`src/servo_status_packet_checker_unit_macros.svh`:
```
// assertion helpers used by the frame check rtl
`ifndef SERVO_STATUS_PACKET_CHECKER_UNIT_MACROS_SVH
`define SERVO_STATUS_PACKET_CHECKER_UNIT_MACROS_SVH

// same-cycle implication, disabled during reset
`define SSPC_ASSERT_NOW(lbl, ck, rs, ante, cons) \
  lbl: assert property (@(posedge ck) disable iff (rs) (ante) |-> (cons)) \
    else $error("sspc assertion failed");

// next-cycle implication, disabled during reset
`define SSPC_ASSERT_NEXT(lbl, ck, rs, ante, cons) \
  lbl: assert property (@(posedge ck) disable iff (rs) (ante) |=> (cons)) \
    else $error("sspc assertion failed");

`endif

```
`src/sspc_pkg.sv`:
```
`default_nettype none

package sspc_pkg;

  localparam int unsigned MAX_PAYLOAD = 250;

  localparam logic [7:0] HEADER_BYTE = 8'hFF;

  // frame status codes
  localparam logic [2:0] ST_OK       = 3'd0;
  localparam logic [2:0] ST_HEADER   = 3'd1;
  localparam logic [2:0] ST_ID       = 3'd2;
  localparam logic [2:0] ST_LENGTH   = 3'd3;
  localparam logic [2:0] ST_CHECKSUM = 3'd4;

  // register indexes
  localparam logic REG_MATCH_ID       = 1'b0;
  localparam logic REG_PAYLOAD_LENGTH = 1'b1;

  localparam logic [7:0] MATCH_ID_RESET       = 8'd1;
  localparam logic [7:0] PAYLOAD_LENGTH_RESET = 8'd2;

  // frame positions
  localparam logic [7:0] POS_ID     = 8'd2;
  localparam logic [7:0] POS_LENGTH = 8'd3;
  localparam logic [7:0] POS_ERROR  = 8'd4;
  localparam logic [8:0] PAYLOAD_START = 9'd5;

  typedef struct packed {
    logic       valid;
    logic [7:0] data_byte;
    logic       last_of_frame;
    logic [2:0] frame_status;
    logic [7:0] servo_error;
  } result_t;

endpackage

`default_nettype wire

```
`src/sspc_ifs.sv`:
```
`default_nettype none

// received byte channel
interface sspc_rx_if;
  logic       valid;
  logic       ready;
  logic [7:0] rx_byte;

  modport source (output valid, output rx_byte, input ready);
  modport sink (input valid, input rx_byte, output ready);
endinterface

// result channel
interface sspc_res_if;
  logic       valid;
  logic       ready;
  logic [7:0] data_byte;
  logic       last_of_frame;
  logic [2:0] frame_status;
  logic [7:0] servo_error;

  modport source (output valid, output data_byte, output last_of_frame,
                  output frame_status, output servo_error, input ready);
  modport sink (input valid, input data_byte, input last_of_frame,
                input frame_status, input servo_error, output ready);
endinterface

`default_nettype wire

```
`src/sspc_frame_check.sv`:
```
`default_nettype none
`include "servo_status_packet_checker_unit_macros.svh"

module sspc_frame_check #(
  parameter int unsigned MaxPayload = sspc_pkg::MAX_PAYLOAD
) (
  input  wire logic             clk,
  input  wire logic             rst,
  input  wire logic             step,
  input  wire logic [7:0]       rx_byte,
  input  wire logic [7:0]       match_id,
  input  wire logic [7:0]       payload_length,
  output sspc_pkg::result_t     result
);

  localparam logic [7:0] MaxLen = 8'(MaxPayload);

  logic [7:0] byte_position, byte_position_next;
  logic [7:0] running_sum, running_sum_next;
  logic [2:0] first_failure, first_failure_next;
  logic [7:0] error_byte, error_byte_next;

  logic [7:0] len;
  logic [8:0] csum_pos;
  logic       at_checksum;
  logic [7:0] sum_with_byte;
  logic       frame_clear;

  assign len         = (payload_length > MaxLen) ? MaxLen : payload_length;
  assign csum_pos    = sspc_pkg::PAYLOAD_START + {1'b0, len};
  assign at_checksum = {1'b0, byte_position} >= csum_pos;
  assign sum_with_byte = running_sum + rx_byte;
  assign frame_clear = byte_position == 8'd0 && running_sum == 8'd0 &&
                       first_failure == sspc_pkg::ST_OK;

  always_comb begin
    byte_position_next = byte_position;
    running_sum_next   = running_sum;
    first_failure_next = first_failure;
    error_byte_next    = error_byte;
    result             = '0;
    if (step) begin
      if (at_checksum) begin
        result.valid         = 1'b1;
        result.last_of_frame = 1'b1;
        result.servo_error   = error_byte;
        if (first_failure != sspc_pkg::ST_OK) begin
          result.frame_status = first_failure;
        end else if (rx_byte != ~running_sum) begin
          result.frame_status = sspc_pkg::ST_CHECKSUM;
        end else begin
          result.frame_status = sspc_pkg::ST_OK;
        end
        // re-arm for the next frame
        byte_position_next = '0;
        running_sum_next   = '0;
        first_failure_next = sspc_pkg::ST_OK;
        error_byte_next    = '0;
      end else begin
        byte_position_next = byte_position + 8'd1;
        if (byte_position < sspc_pkg::POS_ID) begin
          if (rx_byte != sspc_pkg::HEADER_BYTE && first_failure == sspc_pkg::ST_OK) begin
            first_failure_next = sspc_pkg::ST_HEADER;
          end
        end else begin
          running_sum_next = sum_with_byte;
          if (byte_position == sspc_pkg::POS_ID) begin
            if (rx_byte != match_id && first_failure == sspc_pkg::ST_OK) begin
              first_failure_next = sspc_pkg::ST_ID;
            end
          end else if (byte_position == sspc_pkg::POS_LENGTH) begin
            if (rx_byte != (len + 8'd2) && first_failure == sspc_pkg::ST_OK) begin
              first_failure_next = sspc_pkg::ST_LENGTH;
            end
          end else if (byte_position == sspc_pkg::POS_ERROR) begin
            error_byte_next = rx_byte;
          end else begin
            result.valid     = 1'b1;
            result.data_byte = rx_byte;
          end
        end
      end
    end
  end

  always_ff @(posedge clk) begin
    if (rst) begin
      byte_position <= '0;
      running_sum   <= '0;
      first_failure <= sspc_pkg::ST_OK;
      error_byte    <= '0;
    end else begin
      byte_position <= byte_position_next;
      running_sum   <= running_sum_next;
      first_failure <= first_failure_next;
      error_byte    <= error_byte_next;
    end
  end

  // a verdict leaves the frame state cleared
  `SSPC_ASSERT_NEXT(a_rearm, clk, rst, step && at_checksum, frame_clear)
  // a non-closing byte advances the position by one
  `SSPC_ASSERT_NEXT(a_advance, clk, rst, step && !at_checksum, byte_position == $past(byte_position) + 8'd1)
  // without a byte the frame state holds
  `SSPC_ASSERT_NEXT(a_hold, clk, rst, !step, $stable(byte_position) && $stable(running_sum) && $stable(first_failure))

endmodule

`default_nettype wire

```
`src/servo_status_packet_checker_unit.sv`:
```
// servo status reply checker
// rx channel: one received byte per transaction, in frame order, starting with
//   the two header bytes of a reply
// res channel: one transaction per payload byte (last_of_frame low, payload
//   in data_byte) and one verdict transaction on the checksum byte
//   (last_of_frame high, frame_status and servo_error set, data_byte zero)
// apb port: register 0 match id at byte address 0, register 1
//   payload_length at byte address 4; write only while no frame byte is in
//   flight; pready is always high
// flow: a byte is taken into the input register, checked from there and its
//   result is taken into the result register that drives res
// throughput: one byte per cycle while res is not stalled, set by the single input
//   register feeding the single result register; the input register can still take
//   one byte while a finished result waits to be taken
// receiver stall: the result register holds; the byte behind it waits in the
//   input register and rx ready drops only when both are full
// reset: synchronous, clears both stages, the frame state and loads the
//   register defaults (match id 1, payload_length 2)
`default_nettype none

module servo_status_packet_checker_unit #(
  parameter int unsigned MaxPayload = sspc_pkg::MAX_PAYLOAD
) (
  input  wire logic         clk,
  input  wire logic         rst,
  sspc_rx_if.sink           rx,
  sspc_res_if.source        res,
  input  wire logic         psel,
  input  wire logic         penable,
  input  wire logic         pwrite,
  input  wire logic [2:0]   paddr,
  input  wire logic [31:0]  pwdata,
  output logic [31:0]       prdata,
  output logic              pready
);

  // configuration registers
  logic [7:0] match_id;
  logic [7:0] payload_length;
  logic       reg_sel;

  assign reg_sel = paddr[2];
  assign pready  = 1'b1;

  always_ff @(posedge clk) begin
    if (rst) begin
      match_id       <= sspc_pkg::MATCH_ID_RESET;
      payload_length <= sspc_pkg::PAYLOAD_LENGTH_RESET;
    end else if (psel && penable && pwrite && pready) begin
      if (reg_sel == sspc_pkg::REG_MATCH_ID) begin
        match_id <= pwdata[7:0];
      end else begin
        payload_length <= pwdata[7:0];
      end
    end
  end

  assign prdata = (reg_sel == sspc_pkg::REG_PAYLOAD_LENGTH) ? {24'd0, payload_length}
                                                           : {24'd0, match_id};

  // input register
  logic       in_valid;
  logic [7:0] in_byte;
  logic       step;
  logic       out_free;

  // result register can take a new transaction
  assign out_free = !res.valid || res.ready;
  // byte in the input register is checked and leaves this cycle
  assign step     = in_valid && out_free;
  assign rx.ready = !in_valid || out_free;

  always_ff @(posedge clk) begin
    if (rst) begin
      in_valid <= 1'b0;
    end else if (rx.ready) begin
      in_valid <= rx.valid;
    end
  end

  always_ff @(posedge clk) begin
    if (rx.valid && rx.ready) begin
      in_byte <= rx.rx_byte;
    end
  end

  // per-byte frame check and frame state
  sspc_pkg::result_t check_result;

  sspc_frame_check #(
    .MaxPayload(MaxPayload)
  ) u_check (
    .clk            (clk),
    .rst            (rst),
    .step           (step),
    .rx_byte        (in_byte),
    .match_id       (match_id),
    .payload_length (payload_length),
    .result         (check_result)
  );

  // result register
  always_ff @(posedge clk) begin
    if (rst) begin
      res.valid <= 1'b0;
    end else if (out_free) begin
      res.valid <= check_result.valid;
    end
  end

  always_ff @(posedge clk) begin
    if (out_free && check_result.valid) begin
      res.data_byte     <= check_result.data_byte;
      res.last_of_frame <= check_result.last_of_frame;
      res.frame_status  <= check_result.frame_status;
      res.servo_error   <= check_result.servo_error;
    end
  end

endmodule

`default_nettype wire
```
`src/flat_wrapper.sv`:
```
// flat-port wrapper written by rule: the top's interface ports become plain ports
module servo_status_packet_checker_unit_flat 
#(
  parameter int unsigned MaxPayload = sspc_pkg::MAX_PAYLOAD
)
  (clk, rst, psel, penable, pwrite, paddr, pwdata, prdata, pready, rx_valid, rx_rx_byte, rx_ready, res_valid, res_data_byte, res_last_of_frame, res_frame_status, res_servo_error, res_ready);
  sspc_rx_if rx_i ();
  sspc_res_if res_i ();
  input  wire logic clk;
  input  wire logic rst;
  input  wire logic psel;
  input  wire logic penable;
  input  wire logic pwrite;
  input  wire logic [2:0] paddr;
  input  wire logic [31:0] pwdata;
  output logic [31:0] prdata;
  output logic pready;
  input wire logic [$bits(rx_i.valid)-1:0] rx_valid;
  input wire logic [$bits(rx_i.rx_byte)-1:0] rx_rx_byte;
  output wire logic [$bits(rx_i.ready)-1:0] rx_ready;
  output wire logic [$bits(res_i.valid)-1:0] res_valid;
  output wire logic [$bits(res_i.data_byte)-1:0] res_data_byte;
  output wire logic [$bits(res_i.last_of_frame)-1:0] res_last_of_frame;
  output wire logic [$bits(res_i.frame_status)-1:0] res_frame_status;
  output wire logic [$bits(res_i.servo_error)-1:0] res_servo_error;
  input wire logic [$bits(res_i.ready)-1:0] res_ready;
  assign rx_i.valid = rx_valid;
  assign rx_i.rx_byte = rx_rx_byte;
  assign rx_ready = rx_i.ready;
  assign res_valid = res_i.valid;
  assign res_data_byte = res_i.data_byte;
  assign res_last_of_frame = res_i.last_of_frame;
  assign res_frame_status = res_i.frame_status;
  assign res_servo_error = res_i.servo_error;
  assign res_i.ready = res_ready;
  servo_status_packet_checker_unit #(.MaxPayload(MaxPayload)) u_core (.clk(clk), .rst(rst), .rx(rx_i), .res(res_i), .psel(psel), .penable(penable), .pwrite(pwrite), .paddr(paddr), .pwdata(pwdata), .prdata(prdata), .pready(pready));
endmodule
```
`config.mk`:
```
export PLATFORM = sky130hd
export DESIGN_NAME = servo_status_packet_checker_unit_flat
export DESIGN_NICKNAME = d
export VERILOG_FILES = /design/src/sspc_pkg.sv /design/src/sspc_ifs.sv /design/src/sspc_frame_check.sv /design/src/servo_status_packet_checker_unit.sv /design/src/flat_wrapper.sv
export VERILOG_INCLUDE_DIRS = /design/src /design/src/src
export SDC_FILE = /design/constraint.sdc
export NUM_CORES = 1
export LEC_CHECK = 0
export BUFFER_PORTS_ARGS = -buffer_cell sky130_fd_sc_hd__buf_2
export CAP_MARGIN = 0
export CORE_ASPECT_RATIO = 1.75
export CORE_MARGIN = 4
export CORE_UTILIZATION = 46
export DETAILED_ROUTE_END_ITERATION = 8
export PLACE_DENSITY = 0.81
export SLEW_MARGIN = 25
export SYNTH_ARGS = -nofsm -noshare
export SYNTH_HDL_FRONTEND = slang
export SYNTH_SLANG_ARGS = --single-unit
export TNS_END_PERCENT = 1
```
`constraint.sdc`:
```
create_clock -name clk -period 6.3 [get_ports clk]
set_input_delay 0.315 -clock clk [delete_from_list [all_inputs] [get_ports clk]]
set_output_delay 0.315 -clock clk [all_outputs]
set_load 0.005 [all_outputs]
```
==> reports/qor.yml, run 1 <==
die:
  coreArea_sq_um: 8780
  io_pins: 105
  die_x_um: 80.1
  dieArea_sq_um: 10800
  row_count: 45
  initial_utilization: 0.477
  dieHeight_um: 134
clock_tree:
  clockRootBuffer: "clkbuf_16"
  path_clk_slew_ps: 50
  hold_buffers: 0
  cts_max_level: 3
  cts_setup_buffers: 0
  clk-insertion-delay-late_ps: 330
  ctsLongestPathBuffers: 2
  cts_tree: "yes"
  cts-resized-gates: 0
  clkSinkCount: 72
  cts_buffers: 9
placement:
  dpl_worst_slack_ps: 1930
  hpwl_mm: 6.87
  place.gp.congestion: 0.812
  io_buffers: 53
sta:
  finalCritPeriodShare: 0.701
  setup_viol: 0
  finalHoldViolations: 0
  maxSlewViolCount: 0
  fin_setup_tns_ps: 0
  rsz0062_at_grt: "false"
  worst_pin_slew_ps: 843
  clock_skew_ps: 5.47
  fmax_mhz: 226
  max_slew_margin: 0.438
  setup_slack_ps: 1880
  finalCriticalPeriod_ps: 4420
power_and_ir_drop:
  pwr_density_cell_nw_per_um2: 241
  p_leak_nw: 1.91
  ir_worst_vdd_mv: 0.225
synthesis:
  ys_types: 58
  synth-edff-count: 28
  yosysTopAreaCell: "dfxtp_1"
  synthFlopType: "dfxtp_1"
  syn_inst: 449
  ys_seq_area_frac: 0.411
  avgSynthCellArea_sq_um: 9.33
  synth_warnings: 0
  synthArstFlopShare: 0
  synth-seq-cells: 72
  syn-cell-area_sq_um: 4190
  yosys.area.top_type_share: 0.210
  yosys-top-cells-area: "dfxtp_1, edfxtp_1, ha_1"
hold_path:
  hold_path_depth: 1
  worstHoldStart: "rx_rx_byte[7]"
  hold_class: "in2reg"
  min_to: "u_core.in_byte[7]"
global_route:
  antenna_found_initial: 0
  grt_usage: 0.176
  first_global_vias: 3244
  grt_overflow_total: 0
  grt_max_degree: 46
  grt_pass1_wl_mm: 14.9
layout:
  antennaDiodeCount: 0
  multi_input_area_sq_um: 2200
  syn_to_final_growth_pct: 11.9
  drive_gt1_frac: 0.182
  seq_area_sq_um: 1720
  fillers: 816
  final_nets: 561
drt:
  drc: 0
  drt_iter0_markers: 170
  via_per_inst: 5.39
  vias: 3293
  first_pass_iters: 4
  avgRoutedWirePerCell_um: 15.0
  wirelength_mm: 9.16
  ant_nets: 0
run:
  drv_cap: 0
critical_path:
  r2r_cells: 14
  r2r-end: "u_core.res.servo_error[7]"
  crit_type: "reg2reg"
  cp-start-kind: "register"
  reg2reg_from: "u_core.payload_length[4]"
  reg2reg_slack_ps: 1880
  required_ps: 6260
  end_kind: "register"
  crit_fanout: 20
  cp.arrival_ps: 4380
run_status:
  status: "finished clean"
-- per-stage QoR --
stage / instance area [sq um] / util / hold slack [ps] / power, mW / cells
finish: 4690 / 0.534 / 159 / 1.13 / 611
global placement: 4380 / 0.498 / 455 / 0.602 / 595
CTS: 4690 / 0.534 / 148 / 1.14 / 611
floorplan: 4280 / - / 414 / 0.590 / 472
global route: 4690 / 0.534 / 150 / 1.17 / 611
detailed placement: 4380 / 0.498 / 463 / 0.606 / 595
-- registers in the layout, summed over array words and instances (netlist names) --
signal,count
u_core.res.last_of_frame,1
u_core.in_byte,8
u_core.res.valid,1
u_core.payload_length,8
u_core.res.servo_error,8
u_core.u_check.byte_position,8
u_core.res.frame_status,3
u_core.match_id,8
u_core.u_check.first_failure,2
u_core.u_check.error_byte,8
u_core.in_valid,1
u_core.res.data_byte,8
u_core.u_check.running_sum,8
-- worst max-delay path by stage --
stage	slack (ps)	startpoint	endpoint	depth (start not counted)
final	1880	u_core.payload_length[4]	u_core.res.servo_error[7]	14
after global routing	1560	u_core.payload_length[4]	u_core.res.data_byte[2]	13
after global placement	2060	u_core.payload_length[4]	u_core.res.data_byte[3]	14
after detailed placement	1930	u_core.payload_length[4]	u_core.res.data_byte[4]	14
after CTS	1930	u_core.payload_length[4]	u_core.res.servo_error[7]	14
after floorplan	2840	u_core.payload_length[3]	u_core.res.data_byte[0]	15
-- synth_stat cells, types with 2 or more instances --
cell / count
nand2_1: 58
dfxtp_1: 44
a21oi_1: 42
edfxtp_1: 28
o21ai_0: 26
buf_4: 25
xnor2_1: 22
ha_1: 21
nand4_1: 19
xor2_1: 13
and2_1: 12
clkbuf_1: 12
and3_1: 11
inv_1: 10
nand3_1: 10
nor3_1: 10
mux2_2: 8
nor2_1: 8
a21o_1: 6
a31oi_1: 5
buf_2: 5
a211oi_1: 4
nor2b_1: 4
clkbuf_8: 3
nand2_2: 3
nand2b_1: 3
nand3b_1: 3
conb_1: 2
o211ai_1: 2
o21a_1: 2
-- worst max-delay path, cell delays in order, from the launching register on --
cell and delay, ps:
dfxtp_1 570, nand4_1 280, nor2_1 340, or2_2 200
ha_1 250, a21oi_1 80, nor2b_1 150, xnor2_1 80
ha_1 320, a21o_1 110, a31oi_1 50, o21ai_2 450
and2_1 390, nand2_1 160, nand2_1 620
-- where the power goes --
part	switching [mW]	internal, mW	leakage, nW
clock network	0.186	0.346	0.150
registers	0.0197	0.492	0.629
logic	0.0496	0.0360	1.13
-- metal layers --
layer | track usage | part of all wire | up-vias
li1 | - | - | 1623
met2 | 0.305 | 0.52 | 123
met5 | 0 | 0 | -
met1 | 0.192 | 0.38 | 1525
met3 | 0.0397 | 0.060 | 22
met4 | 0.103 | 0.033 | 0
-- logic make-up after synthesis --
logic type	after synthesis	share of synthesized area
AOI/OAI and AO/OA	100	0.150
xor gates and xnor gates	35	0.0732
adders and majority gates	22	0.0675
buffers and inverters	58	0.0842
DFF	72	0.411
muxes	9	0.0239
other	2	0.00179
and+or+nand+nor	151	0.189
-- final cells by class --
class | count | area share
Multi-Input combinational cell | 342 | 0.469
Sequential cell | 72 | 0.367
Tap cell | 117 | 0.0312
Clock buffer | 11 | 0.0496
Inverter | 11 | 0.00880
Timing Repair Buffer | 53 | 0.0565
Clock inverter | 5 | 0.0173
-- cells in the final DEF (no fill, tap or decap), types with 2 or more instances in the layout --
master and n:
clkbuf_1 2, o211ai_1 2, xnor2_1 22, nand3_1 10
clkbuf_16 9, a31oi_1 5, ha_1 21, nor2b_1 4
nor3_1 10, inv_1 10, a211oi_1 4, nand2_2 3
o21ai_0 26, and2_1 12, a21o_1 6, mux2_2 8
o21a_1 2, buf_2 53, nand4_1 19, edfxtp_1 28
a21oi_1 42, dfxtp_1 44, conb_1 25, nor2_1 8
nand3b_1 3, and3_1 11, xor2_1 13, nand2b_1 3
nand2_1 58, bufinv_16 2
Note: power is estimated with default switching activity, not from simulation.
==> inputs of run 2 (changes only) <==
PLACE_DENSITY = 0.83   (was 0.81)
clock period = 3.95 ns   (was 6.3 ns; I/O delays follow)
==> run 2 against run 1 <==
  * Design area up 0.93%
  * Non-clock buffer count up 6
  * Utilization up 0.50 points
  * Sequential share of layout area down 0.34 points
  * Power up 52%
  * Setup slack worse by 1600 ps
  * Fmax up 21%
  * Critical path depth up 1
  * Clock skew up 0.89 ps
  * Critical path type unchanged
  * Largest cell class unchanged
==> reports/qor.yml, run 2 (same netlist as run 1, synthesis figures left out) <==
layout:
  fillers: 813  # was 816
  seq_area_sq_um: 1720  # unchanged
  final_nets: 567  # was 561
  multi_input_area_sq_um: 2220  # was 2200 sq um
  antennaDiodeCount: 0  # unchanged
  syn_to_final_growth_pct: 13.0  # was 11.9%
  drive_gt1_frac: 0.202  # was 0.182
  layout.cells.most_common: "nand2_1"  # unchanged
  mostFrequentLayoutCells: "nand2_1, buf_2, dfxtp_1"  # unchanged
global_route:
  grt_usage: 0.176  # about the same
  grt_overflow_total: 0  # unchanged
  grt_max_degree: 46  # unchanged
  antenna_found_initial: 0  # unchanged
  grt_pass1_wl_mm: 14.8  # was 14.9 mm
  first_global_vias: 3250  # was 3244
drt:
  met1_length_mm: 3.42  # was 3.52 mm
  vias: 3382  # was 3293
  highest_layer: "met4"  # unchanged
  dr_wl_met2_mm: 4.72  # was 4.79 mm
  ant_nets: 0  # unchanged
  wirelength_mm: 9.12  # was 9.16 mm
  drc: 0  # unchanged
  avgRoutedWirePerCell_um: 14.8  # was 15.0 um
  drt_iter0_markers: 213  # was 170
  dr_wl_met3_um: 674  # was 553 um
  first_pass_iters: 4  # unchanged
  via_per_inst: 5.48  # was 5.39
critical_path:
  path_buf_inv: 1  # was 0
  crit_chain: "nand4_1, nor2_1, or2_2, ha_1, a21oi_1, nor2b_1, xnor2_1, ha_1, a21o_1, a31oi_1, o21ai_2, and2_1, buf_4, nor2_1, and2_1"  # was nand4_1, nor2_1, or2_2, ha_1, a21oi_1, nor2b_1, xnor2_1, ha_1, a21o_1, a31oi_1, o21ai_2, and2_1, nand2_1, nand2_1
  r2r-end: "u_core.res.data_byte[3]"  # was u_core.res.servo_error[7]
  crit_path_max_incr_delay_ps: 510  # was 620 ps
  cp-start-kind: "register"  # unchanged
  required_ps: 4150  # was 6260 ps
  crit_type: "reg2reg"  # unchanged
  crit_fanout: 10  # was 20
  end_kind: "register"  # unchanged
  cp.arrival_ps: 3860  # was 4380 ps
  reg2reg_from: "u_core.payload_length[5]"  # was u_core.payload_length[4]
  r2r_cells: 15  # was 14
  crit_end: "u_core.res.data_byte[3]"  # was u_core.res.servo_error[7]
  cp.depth: 15  # was 14
  cp_slowest_cell: "dfxtp_1"  # was nand2_1
  crit_family: "simple AND/OR/NAND/NOR gates"  # unchanged
  reg2reg_slack_ps: 290  # was 1880 ps
  startpoint: "u_core.payload_length[5]"  # was u_core.payload_length[4]
sta:
  finalCritPeriodShare: 0.926  # was 0.701
  hold_slack_ps: 37.8  # was 159 ps
  setup_viol: 0  # unchanged
  fmax_mhz: 273  # was 226 MHz
  worst_pin_slew_ps: 879  # was 843 ps
  clock_skew_ps: 6.36  # was 5.47 ps
  fin_setup_tns_ps: 0  # unchanged
  maxSlewViolCount: 0  # unchanged
  finalCriticalPeriod_ps: 3660  # was 4420 ps
  finalHoldViolations: 0  # unchanged
  max_slew_margin: 0.414  # was 0.438
  rsz0062_at_grt: "false"  # unchanged
clock_tree:
  clkSinkCount: 72  # unchanged
  ctsLongestPathBuffers: 2  # unchanged
  cts_buffers: 9  # unchanged
  cts_setup_buffers: 0  # unchanged
  cts_tree: "yes"  # unchanged
  cts_max_level: 3  # unchanged
  clk-insertion-delay-late_ps: 330  # about the same
  path_clk_slew_ps: 60  # was 50 ps
  clockRootBuffer: "clkbuf_16"  # unchanged
die:
  initial_utilization: 0.477  # unchanged
  dieArea_sq_um: 10800  # unchanged
  dieHeight_um: 134  # unchanged
  row_count: 45  # unchanged
  coreArea_sq_um: 8780  # unchanged
  die_x_um: 80.1  # unchanged
  io_pins: 105  # unchanged
power_and_ir_drop:
  power_mw: 1.72  # was 1.13 mW
  pwr_density_cell_nw_per_um2: 362  # was 241 nW/um^2
  p_leak_nw: 1.93  # was 1.91 nW
  ir_worst_vdd_mv: 0.265  # was 0.225 mV
placement:
  hpwl_mm: 6.82  # was 6.87 mm
  io_buffers: 53  # unchanged
  place.gp.congestion: 0.853  # was 0.812
run_status:
  status: "finished clean"  # unchanged
run:
  drv_cap: 0  # unchanged
hold_path:
  hold_class: "in2reg"  # unchanged
==> run 2: changes by cell type in the layout (fill, tap and decap cells not counted), sizes merged <==
cell,previous run,this run
clkinvlp,1,3
bufinv,2,0
clkbuf,11,9
buf,53,59
inv,10,14
clkinv,3,1
==> run 2: power breakdown <==
group / internal [mW] / switching [mW]
combinational: 0.0587 / 0.0812
clock: 0.435 / 0.325
sequential: 0.785 / 0.0311
total: 1.28 / 0.437
==> run 2: area by class of cell <==
cell class              count  area share
clock inverters             7      0.0127
flip-flops and latches     72       0.364
well taps                 117      0.0309
clock buffers               9      0.0476
repair buffers             59      0.0682
multi-input cells         342       0.468
inverters                  11     0.00872
==> run 2: stage by stage <==
| stage | util | worst slack [ps] | instances | cell area [sq um] |
|---|---|---|---|---|
| floorplan | - | 493 | 472 | 4280 |
| global placement | 0.505 | 425 | 601 | 4430 |
| detailed placement | 0.505 | 258 | 601 | 4430 |
| CTS | 0.537 | 214 | 617 | 4720 |
| global route | 0.539 | 1.68 | 617 | 4730 |
| finish | 0.539 | 292 | 617 | 4730 |
==> run 2: worst min path at each step <==
stage                                   end          start  slack [ps]  depth (start not counted)
after floorplan           u_core.in_byte[0]  rx_rx_byte[0]         300                          0
after global placement    u_core.in_byte[5]  rx_rx_byte[5]         380                          1
after detailed placement  u_core.in_byte[1]  rx_rx_byte[1]         380                          1
after CTS                 u_core.in_byte[1]  rx_rx_byte[1]          20                          1
after global routing      u_core.in_byte[1]  rx_rx_byte[1]          20                          1
final                     u_core.in_byte[1]  rx_rx_byte[1]          40                          1
==> run 2: timing repair <==
action                                  CTS  global route
endpoints found under the setup margin    0            15
hold buffers                              0             0
resized for setup                         0             3
==> run 2: metal layers <==
metal / vias to the layer above / GRT usage
li1: 1645 / -
met1: 1562 / 0.196
met2: 150 / 0.304
met3: 25 / 0.0356
met4: 0 / 0.0977
met5: - / 0
